<file path="config.mk">
export PLATFORM = sky130hd
export DESIGN_NAME = humidity_sensor_frame_decoder
export DESIGN_NICKNAME = d
export VERILOG_FILES = /design/src/rtl/hsfd_pkg.sv /design/src/rtl/hsfd_frame.sv /design/src/rtl/humidity_sensor_frame_decoder.sv
export SDC_FILE = /design/constraint.sdc
export NUM_CORES = 1
export LEC_CHECK = 0
export BUFFER_PORTS_ARGS = -buffer_cell sky130_fd_sc_hd__buf_2
export CORE_MARGIN = 1.5
export CORE_UTILIZATION = 60
export CTS_CLUSTER_SIZE = 30
export DETAILED_ROUTE_END_ITERATION = 16
export GPL_ROUTABILITY_DRIVEN = 0
export GPL_TIMING_DRIVEN = 0
export PLACE_DENSITY_LB_ADDON = 0.15
export SYNTH_ARGS = -nofsm -noshare
export SYNTH_HDL_FRONTEND = slang
export SYNTH_SLANG_ARGS = --single-unit
</file>
<file path="constraint.sdc">
create_clock -name clk -period 10.5 [get_ports clk]
set_input_delay 1.575 -clock clk [delete_from_list [all_inputs] [get_ports clk]]
set_output_delay 1.575 -clock clk [all_outputs]
set_load 0.05 [all_outputs]
</file>
<file path="src/rtl/hsfd_pkg.sv">
// Shared types, constants and functions of the humidity sensor frame decoder.
// Used by hsfd_frame, the top level and the port checker; depends on nothing.

package hsfd_pkg;

  // Frame layout: temp hi, temp lo, temp CRC, hum hi, hum lo, hum CRC
  localparam int unsigned FRAME_LEN = 6;

  localparam logic [2:0] POS_TEMP_HI = 3'd0;
  localparam logic [2:0] POS_TEMP_LO = 3'd1;
  localparam logic [2:0] POS_TEMP_CRC = 3'd2;
  localparam logic [2:0] POS_HUM_HI = 3'd3;
  localparam logic [2:0] POS_HUM_LO = 3'd4;
  localparam logic [2:0] POS_HUM_CRC = 3'd5;

  // CRC-8, polynomial x^8 + x^5 + x^4 + 1, no final XOR
  localparam logic [7:0] CRC_POLY = 8'h31;
  localparam logic [7:0] CRC_INIT = 8'hFF;

  // Conversion scale and offset in hundredths
  localparam logic [14:0] TEMP_SCALE = 15'd17500;
  localparam logic [13:0] HUM_SCALE = 14'd10000;
  localparam logic signed [14:0] TEMP_OFFSET = -15'sd4500;
  localparam logic [16:0] FULL_SCALE = 17'd65535;

  typedef enum logic [1:0] {
    STATUS_OK = 2'd0,
    STATUS_TEMP_CRC = 2'd1,
    STATUS_HUM_CRC = 2'd2
  } status_t;

  // Result of the byte now being processed
  typedef struct packed {
    logic last;
    logic signed [14:0] temperature;
    logic [13:0] humidity;
    status_t status;
    logic held_valid;
  } frame_res_t;

  // Fold one byte into the CRC, MSB first
  function automatic logic [7:0] crc8_fold(input logic [7:0] crc_in, input logic [7:0] data);
    logic [7:0] c;
    c = crc_in ^ data;
    for (int k = 0; k < 8; k++) begin
      c = c[7] ? ({c[6:0], 1'b0} ^ CRC_POLY) : {c[6:0], 1'b0};
    end
    return c;
  endfunction

  // floor(x / 65535) for x below 2^31: x = q0*65536 + lo = q0*65535 + (lo + q0),
  // and lo + q0 stays below twice 65535, so one compare corrects the quotient
  function automatic logic [14:0] div_full_scale(input logic [30:0] x);
    logic [14:0] q0;
    logic [16:0] rem;
    q0 = x[30:16];
    rem = {1'b0, x[15:0]} + {2'b00, q0};
    return (rem >= FULL_SCALE) ? q0 + 15'd1 : q0;
  endfunction

endpackage

</file>
<file path="src/rtl/hsfd_frame.sv">
// Frame state of the decoder: byte position, CRC accumulation, raw words,
// scaled products and held readings. Depends on hsfd_pkg.

module hsfd_frame (
  input  logic                clk,
  input  logic                rst,
  input  logic                step,
  input  logic [7:0]          rx_byte,
  input  logic                frame_start,
  output hsfd_pkg::frame_res_t res
);

  logic [2:0] byte_count;
  logic [2:0] byte_count_next;
  logic [7:0] crc_acc;
  logic [7:0] crc_acc_next;
  logic [15:0] raw_word;
  logic [15:0] raw_word_next;
  logic [30:0] temp_prod;
  logic [30:0] temp_prod_next;
  logic [29:0] hum_prod;
  logic [29:0] hum_prod_next;
  logic temp_crc_bad;
  logic temp_crc_bad_next;
  logic signed [14:0] held_temperature;
  logic [13:0] held_humidity;
  logic valid_flag;

  logic [2:0] pos;
  logic [7:0] crc_fold_out;
  logic frame_good;
  logic [14:0] temp_quot;
  logic [14:0] hum_quot;
  logic signed [14:0] temp_conv;
  logic [13:0] hum_conv;
  hsfd_pkg::status_t status_cur;

  // Position of this byte; a frame start restarts at the first byte
  assign pos = frame_start ? hsfd_pkg::POS_TEMP_HI : byte_count;

  // Advance CRC, raw word and scaled products by position
  always_comb begin
    crc_fold_out = hsfd_pkg::crc8_fold(
      ((pos == hsfd_pkg::POS_TEMP_HI) || (pos == hsfd_pkg::POS_HUM_HI)) ?
        hsfd_pkg::CRC_INIT : crc_acc, rx_byte);
    crc_acc_next = crc_acc;
    raw_word_next = raw_word;
    temp_prod_next = temp_prod;
    hum_prod_next = hum_prod;
    temp_crc_bad_next = temp_crc_bad;
    case (pos)
      hsfd_pkg::POS_TEMP_HI, hsfd_pkg::POS_HUM_HI: begin
        crc_acc_next = crc_fold_out;
        raw_word_next = {8'h00, rx_byte};
      end
      hsfd_pkg::POS_TEMP_LO: begin
        crc_acc_next = crc_fold_out;
        raw_word_next = {raw_word[7:0], rx_byte};
      end
      hsfd_pkg::POS_HUM_LO: begin
        crc_acc_next = crc_fold_out;
        raw_word_next = {raw_word[7:0], rx_byte};
        hum_prod_next = 30'(hsfd_pkg::HUM_SCALE) * 30'({raw_word[7:0], rx_byte});
      end
      hsfd_pkg::POS_TEMP_CRC: begin
        temp_crc_bad_next = (rx_byte != crc_acc);
        temp_prod_next = 31'(hsfd_pkg::TEMP_SCALE) * 31'(raw_word);
      end
      default: begin
      end
    endcase
    byte_count_next = (pos == hsfd_pkg::POS_HUM_CRC) ? hsfd_pkg::POS_TEMP_HI : pos + 3'd1;
  end

  // Humidity CRC and stored temperature CRC flag; convert stored products
  always_comb begin
    temp_quot = hsfd_pkg::div_full_scale(temp_prod);
    hum_quot = hsfd_pkg::div_full_scale({1'b0, hum_prod});
    temp_conv = hsfd_pkg::TEMP_OFFSET + $signed(temp_quot);
    hum_conv = hum_quot[13:0];
    if (temp_crc_bad) begin
      status_cur = hsfd_pkg::STATUS_TEMP_CRC;
    end else if (rx_byte != crc_acc) begin
      status_cur = hsfd_pkg::STATUS_HUM_CRC;
    end else begin
      status_cur = hsfd_pkg::STATUS_OK;
    end
    frame_good = (status_cur == hsfd_pkg::STATUS_OK);
    res.last = (pos == hsfd_pkg::POS_HUM_CRC);
    res.status = status_cur;
    res.temperature = frame_good ? temp_conv : held_temperature;
    res.humidity = frame_good ? hum_conv : held_humidity;
    res.held_valid = frame_good | valid_flag;
  end

  // Update state on each transfer out of the input register
  always_ff @(posedge clk) begin
    if (rst) begin
      byte_count <= hsfd_pkg::POS_TEMP_HI;
      crc_acc <= hsfd_pkg::CRC_INIT;
      raw_word <= '0;
      temp_prod <= '0;
      hum_prod <= '0;
      temp_crc_bad <= 1'b0;
      held_temperature <= '0;
      held_humidity <= '0;
      valid_flag <= 1'b0;
    end else if (step) begin
      byte_count <= byte_count_next;
      crc_acc <= crc_acc_next;
      raw_word <= raw_word_next;
      temp_prod <= temp_prod_next;
      hum_prod <= hum_prod_next;
      temp_crc_bad <= temp_crc_bad_next;
      if (res.last && frame_good) begin
        held_temperature <= temp_conv;
        held_humidity <= hum_conv;
        valid_flag <= 1'b1;
      end
    end
  end

endmodule

</file>
<file path="src/rtl/humidity_sensor_frame_decoder.sv">
// Top level of the humidity sensor frame decoder: input register, frame
// state (hsfd_frame) and result register. Depends on hsfd_pkg, hsfd_frame.
//
// Usage: sensor bytes enter on the byte channel (byte_valid, byte_stall,
// rx_byte, frame_start) in frame order: temperature high, low, CRC, humidity
// high, low, CRC. frame_start marks the first byte of a frame and drops any
// partial frame. One result leaves on the result channel (result_valid,
// result_stall) for each sixth byte: held temperature and humidity in
// hundredths, status (ok, temperature CRC bad, humidity CRC bad) and
// held_valid. A failed frame keeps the earlier held readings.
// A result is valid once its last byte has passed the input register
// (where it waits while the result slot is full) and the result register
// has loaded. Throughput: one byte per cycle while byte_stall is low;
// the frame state updates in a single step out of the input register and
// both multiplies sit on register-to-register paths.
// Reset clears the byte position, CRC and held readings and empties both
// registers. When the receiver stalls, the result holds; bytes keep flowing
// until a second result is ready, then byte_stall rises.

module humidity_sensor_frame_decoder (
  input  logic               clk,
  input  logic               rst,
  input  logic               byte_valid,
  output logic               byte_stall,
  input  logic [7:0]         rx_byte,
  input  logic               frame_start,
  output logic               result_valid,
  input  logic               result_stall,
  output logic signed [14:0] temperature_centi,
  output logic [13:0]        humidity_centi,
  output logic [1:0]         status,
  output logic               held_valid
);

  logic s1_valid;
  logic [7:0] s1_byte;
  logic s1_start;
  logic s1_go;
  logic out_free;
  hsfd_pkg::frame_res_t res;
  hsfd_pkg::status_t status_q;

  hsfd_frame u_frame (
    .clk         (clk),
    .rst         (rst),
    .step        (s1_go),
    .rx_byte     (s1_byte),
    .frame_start (s1_start),
    .res         (res)
  );

  // Move a byte on unless it finishes a frame and the result slot is full
  assign out_free = !result_valid || !result_stall;
  assign s1_go = s1_valid && (!res.last || out_free);
  assign byte_stall = s1_valid && !s1_go;

  // Input register
  always_ff @(posedge clk) begin
    if (rst) begin
      s1_valid <= 1'b0;
    end else if (!byte_stall) begin
      s1_valid <= byte_valid;
    end
  end

  always_ff @(posedge clk) begin
    if (byte_valid && !byte_stall) begin
      s1_byte <= rx_byte;
      s1_start <= frame_start;
    end
  end

  // Result register: load on a finished frame, drop once transferred
  always_ff @(posedge clk) begin
    if (rst) begin
      result_valid <= 1'b0;
    end else if (s1_go && res.last) begin
      result_valid <= 1'b1;
    end else if (!result_stall) begin
      result_valid <= 1'b0;
    end
  end

  always_ff @(posedge clk) begin
    if (s1_go && res.last) begin
      temperature_centi <= res.temperature;
      humidity_centi <= res.humidity;
      status_q <= res.status;
      held_valid <= res.held_valid;
    end
  end

  assign status = status_q;

endmodule

</file>
# Yosys cells after proc, flatten, opt, wreduce, memory -nomap -nowiden
# Cells that the tools add are included.
# Widths: inputs -> output; s select.
word_totals:
  out_inout_bits: 34
  regBits: 156
  elab_cells: 88
  in_bits: 13
classes:
  n_eq_ne: 7
  n_lt_le_gt_ge: 2
  bitwise_logic: 10
  n_mux: 20
  n_reduce_logical: 24
  mul: 2
  addsub: 6
op_table:
  columns: ["op", "n"]
  rows:
  - ["$mux 6", 8]
  - ["$ge 17x16->1 const B", 2]
  - ["$pmux 16 s2", 1]
  - ["$mux 15", 2]
  - ["$mul 13x16->29 const A", 1]
  - ["$mux 14", 2]
  - ["$mul 10x16->26 const A", 1]
  - ["$not 3->3", 8]
  - ["$add 16x14->17", 1]
  - ["$add 16x15->17", 1]
  - ["$add 14x15->15 const A", 1]
  - ["$add 15x1->15 const B", 1]
  - ["$add 14x1->14 const B", 1]
  - ["$reduce_and 2->1", 5]
  - ["$mux 8", 1]
  - ["$ne 8x8->1", 1]
  - ["$xor 8x8->8", 1]
  - ["$eq 3x2->1 const B", 2]
  - ["$eq 3x3->1 const B", 2]
  - ["$mux 3", 2]
  - ["$logic_and 1x1->1", 5]
  - ["$logic_not 1->1", 5]
  - ["$mux 2", 2]
  - ["$reduce_or 2->1", 2]
  - ["10 further kinds", 13]

# Logic depth before layout (Yosys ltp)
logic_depth:
  word_depth: 21
  mapped_depth: 24
  mapped_depth_nobuf: 24

# Cells and area by module
# From an unflattened synthesis, not the netlist that was laid out.
hier_totals:
  cells_unflattened: 1576
  hier_area_um2: 13813.2
modules_own_cells:
  columns: ["module", "n_inst", "area_each_um2", "seq_area_each_um2", "cells_per_inst"]
  rows:
  - ["hsfd_frame", 1, 12489.5, 2262.2, 1522]
  - ["humidity_sensor_frame_decoder", 1, 1323.8, 1271.2, 54]

# Least setup slack after synthesis
# No wires, ideal clock.
synth_timing:
  path_type: "reg2reg"
  start: "reg u_frame.raw_word[3]"
  end: "reg u_frame.temp_prod[29]"
  t_arrival_ns: 5.278
  setup_ns: 0.087
  stages_incl_launch_ff: 25
  slack_ns: 5.135
  cell_sequence: "dfxtp_1 ha_1 inv_1 fa_1 inv_1 ha_1 ha_1 inv_1 fa_1 inv_1 ha_1 a21o_1 a21o_1 a2111oi_0 o21bai_1 a211oi_1 nor2_1 or2_2 nand3_1 a31oi_1 a21bo_2 a21o_1 o31ai_1 xor2_1 o31ai_1"
synth_via:
  elab_chain_cells: 1
synth_rtl:
  columns: ["element", "line_no", "source"]
  rows:
  - ["start: declaration", "hsfd_frame.sv:17", "logic [15:0] raw_word;"]
  - ["start signal: assignment", "hsfd_frame.sv:111", "raw_word <= raw_word_next;"]
  - ["$mul 13x16->29", "hsfd_frame.sv:67", "temp_prod_next = 31'(hsfd_pkg::TEMP_SCALE) * 31'(raw_word);"]
  - ["end signal: assignment", "hsfd_frame.sv:112", "temp_prod <= temp_prod_next;"]
  - ["end: declaration", "hsfd_frame.sv:19", "logic [30:0] temp_prod;"]
# Every way passes these cells.
# A chain may end at the register's enable or synchronous reset.

# Final worst setup path
layout_timing:
  start: "reg u_frame.raw_word[5]"
  end: "reg u_frame.temp_prod[29]"
# Same word-level chain as after synthesis.

==> impl_metrics.toml <==
[sta]
tns_ps = 0
setup_violations = 0
fin_crit_ps = 6160
tightest_slew_ps = 1290
hold_viol_final = 0
slew_viol_final = 0
max_slew_margin = 0.133
rsz0062_at_grt = "false"
max_freq_mhz = 162
finalCritPeriodShare = 0.586
fin_worst_skew_ps = 20.1

[setup_path]
cp_num_buf_inv = 4
reg2reg_from = "u_frame.raw_word[5]"
timing_worst_setup_path_type = "flip-flop to flip-flop"
cp_slowest_stage_delay_ps = 590
crit_chain = "inv_1, fa_1, inv_1, ha_1, ha_1, inv_1, fa_1, inv_1, ha_1, a21o_1, a21o_1, a2111oi_0, o21bai_1, a211oi_1, nor2_1, or2_2, nand3_1, a31oi_1, a21bo_2, a21o_1, o31ai_1, xor2_1, o31ai_1"
critPathLaunchType = "flip-flop"
rrSetupSlack_ps = 4340
timing.rr.end = "u_frame.temp_prod[29]"
cp_common_cell = "inv_1"
r2r_cells = 23
worstPathArrival_ps = 6480
cp-end-kind = "flip-flop"
worst-path-max-fanout = 8
cp_slowest_cell = "dfxtp_1"
crit_family = "compound AO/OA/AOI/OAI gates"
crit_required_ps = 10820

[placement]
dp_hpwl_mm = 23.9
placed_cell_area_um2 = 14200
port_buffers = 45

[global_route]
grt_max_degree = 34
grt_usage = 0.266
grt_pass1_vias = 10023
grt_pass1_wl_mm = 50.4
grt_overflow = 0
antenna_found_initial = 0

[synth]
yosysUniqueCellTypes = 78
synth_fa_ha_area_frac = 0.297
synth_area_um2 = 13700
synth_compound_area_frac = 0.141
syn_nets = 1833
avgSynthCellArea_um2 = 8.84
synth_cells = 1545
synth_top_family_by_area = "adder cells"
ys_seq_elements = 156
ys.flop_type = "dfxtp_1"
synth_simple_gate_area_frac = 0.135
synth-xor-area-share = 0.0698
yosysWarnings = 0
synth_edf_count = 41
ys_seq_area_frac = 0.259
synthMuxAreaShare = 0.0185
ys_async_sr_fraction = 0

[clock_tree]
numCtsBuffers = 17
clk_pin_slew_ps = 70
insertion_delay_ps = 440
cts_tree = "done"
cts_root_buf = "clkbuf_16"
htree_levels = 4
clockBufferDepth = 2
post_cts_buffers = 0
cts_hold_buf = 0
cts.sinks = 156
ctsResizeCount = 0

[finish]
final-seq-area_um2 = 3530
num_antenna_cells = 0
num-fill-cells = 1898
syn2layout_area_growth_pct = 8.71
final_area_um2 = 14800
multi_input_area_um2 = 9030
final_common_cell = "inv_1"
final_util = 0.660
mostFrequentLayoutCells = "inv_1 (235), ha_1 (193), nand2_1 (153), a21oi_1 (118), dfxtp_1 (115)"
nNetsFinal = 1898
drive_gt1_frac = 0.0727

[hold_path]
hold_depth = 2
min_from = "u_frame.held_temperature[11]"
min_to = "u_frame.held_temperature[11]"
hp-class = "flip-flop to flip-flop"

[route]
wirelength_mm = 30.4
first_pass_iters = 5
drc = 0
vias = 10802
via_per_inst = 5.66
antenna_left = 0
drtIter0Drc = 586
routedWlPerCell_um = 15.9

[die]
row_count = 55
core_area_um2 = 22500
dieArea_um2 = 23700
start_util = 0.607
fp.dieH_um = 154
die_x_um = 154
io_pins = 47

[power_and_ir_drop]
peakVddDrop_mv = 0.0969
p_per_area_nw_per_um2 = 126
power_leakage_uw = 0.00712
p_total_uw = 1870

[flow_run]
drv_cap = 0

[status]
status = "completed"
state kept, by name, summed over array words and instances (netlist names):
| register | count |
|---|---|
| s1_byte | 8 |
| u_frame.temp_prod | 29 |
| u_frame.byte_count | 3 |
| u_frame.valid_flag | 1 |
| result_valid | 1 |
| s1_start | 1 |
| u_frame.held_temperature | 15 |
| u_frame.raw_word | 16 |
| temperature_centi | 15 |
| u_frame.held_humidity | 14 |
| status | 2 |
| s1_valid | 1 |
| u_frame.hum_prod | 26 |
| humidity_centi | 14 |
| u_frame.temp_crc_bad | 1 |
| u_frame.crc_acc | 8 |
| held_valid | 1 |
cell usage after synthesis (4+ instances only):
master | number | share of area
a211oi_1 | 27 | 0.015
a21o_1 | 17 | 0.0093
a21oi_1 | 118 | 0.043
a22oi_1 | 11 | 0.0060
a311o_1 | 4 | 0.0029
a31oi_1 | 7 | 0.0032
and2_1 | 6 | 0.0027
and3_1 | 10 | 0.0046
clkbuf_1 | 45 | 0.012
dfxtp_1 | 115 | 0.17
edfxtp_1 | 41 | 0.090
fa_1 | 82 | 0.12
ha_1 | 193 | 0.18
inv_1 | 235 | 0.065
mux2_2 | 10 | 0.0082
mux2i_1 | 14 | 0.010
nand2_1 | 153 | 0.042
nand2b_1 | 9 | 0.0041
nand3_1 | 29 | 0.011
nand4_1 | 15 | 0.0069
nor2_1 | 112 | 0.031
nor2b_1 | 5 | 0.0023
nor3_1 | 18 | 0.0066
nor4_1 | 9 | 0.0041
o2111ai_1 | 5 | 0.0032
o211ai_1 | 12 | 0.0066
o21a_1 | 13 | 0.0071
o21ai_0 | 27 | 0.0099
o21bai_1 | 16 | 0.0088
o31ai_1 | 5 | 0.0027
or2_2 | 8 | 0.0037
or3_1 | 6 | 0.0027
xnor2_1 | 78 | 0.050
xor2_1 | 29 | 0.019
worst max path at each step:
stage | endpoint | slack [ps] | from | cells past startpoint
2_1_floorplan | u_frame.temp_prod[29] | 5140 | u_frame.raw_word[3] | 24
3_3_place_gp | u_frame.temp_prod[29] | 4430 | u_frame.raw_word[5] | 23
3_5_place_dp | u_frame.temp_prod[29] | 4440 | u_frame.raw_word[5] | 23
4_1_cts | u_frame.temp_prod[29] | 4350 | u_frame.raw_word[5] | 23
5_1_grt | u_frame.temp_prod[29] | 4030 | u_frame.raw_word[5] | 23
6_report | u_frame.temp_prod[29] | 4340 | u_frame.raw_word[5] | 23
cells by family (layout without fill, tap and decap cells):
kind of cell,count (synthesis),in the layout
and+or+nand+nor,400,400
DFF,156,156
muxes,24,24
xor gates and xnor gates,108,108
adders and majority gates,275,275
AOI/OAI and AO/OA,294,294
buffers and inverters,288,366
area by class of cell:
type,instances,share of cell area
repair buffers,46,0.0157
multi-input cells,1101,0.608
inverters,236,0.0597
plain buffers,52,0.0143
flip-flops and latches,156,0.238
clock inverters,15,0.0113
clock buffers,17,0.0287
well taps,285,0.0240
per-stage QoR:
step / std cells / setup slack [ps] / hold slack, ps
after CTS: 1908 / 4350 / 456
after floorplan: 1545 / 5140 / 433
after global placement: 1875 / 4430 / 439
after global routing: 1908 / 4030 / 478
final: 1908 / 4340 / 455
after detailed placement: 1876 / 4440 / 446
worst min-delay path: stages, from the launching register on:
cell and delay, ps:
dfxtp_1 310, nand2_1 50, a21oi_1 50
per-layer routing:
layer / global-route usage / part of all wire / up-vias
met4: 0.0629 / 0.011 / 0
li1: - / - / 5365
met3: 0.0400 / 0.047 / 33
met1: 0.367 / 0.47 / 5148
met5: 0 / 0 / -
met2: 0.440 / 0.47 / 256
power breakdown:
group	switching (µW)	total, µW	internal (µW)
logic	341	606	265
clock network	300	621	321
registers	23.4	646	623
total	665	1870	1210
(Power assumes the default switching activity.)
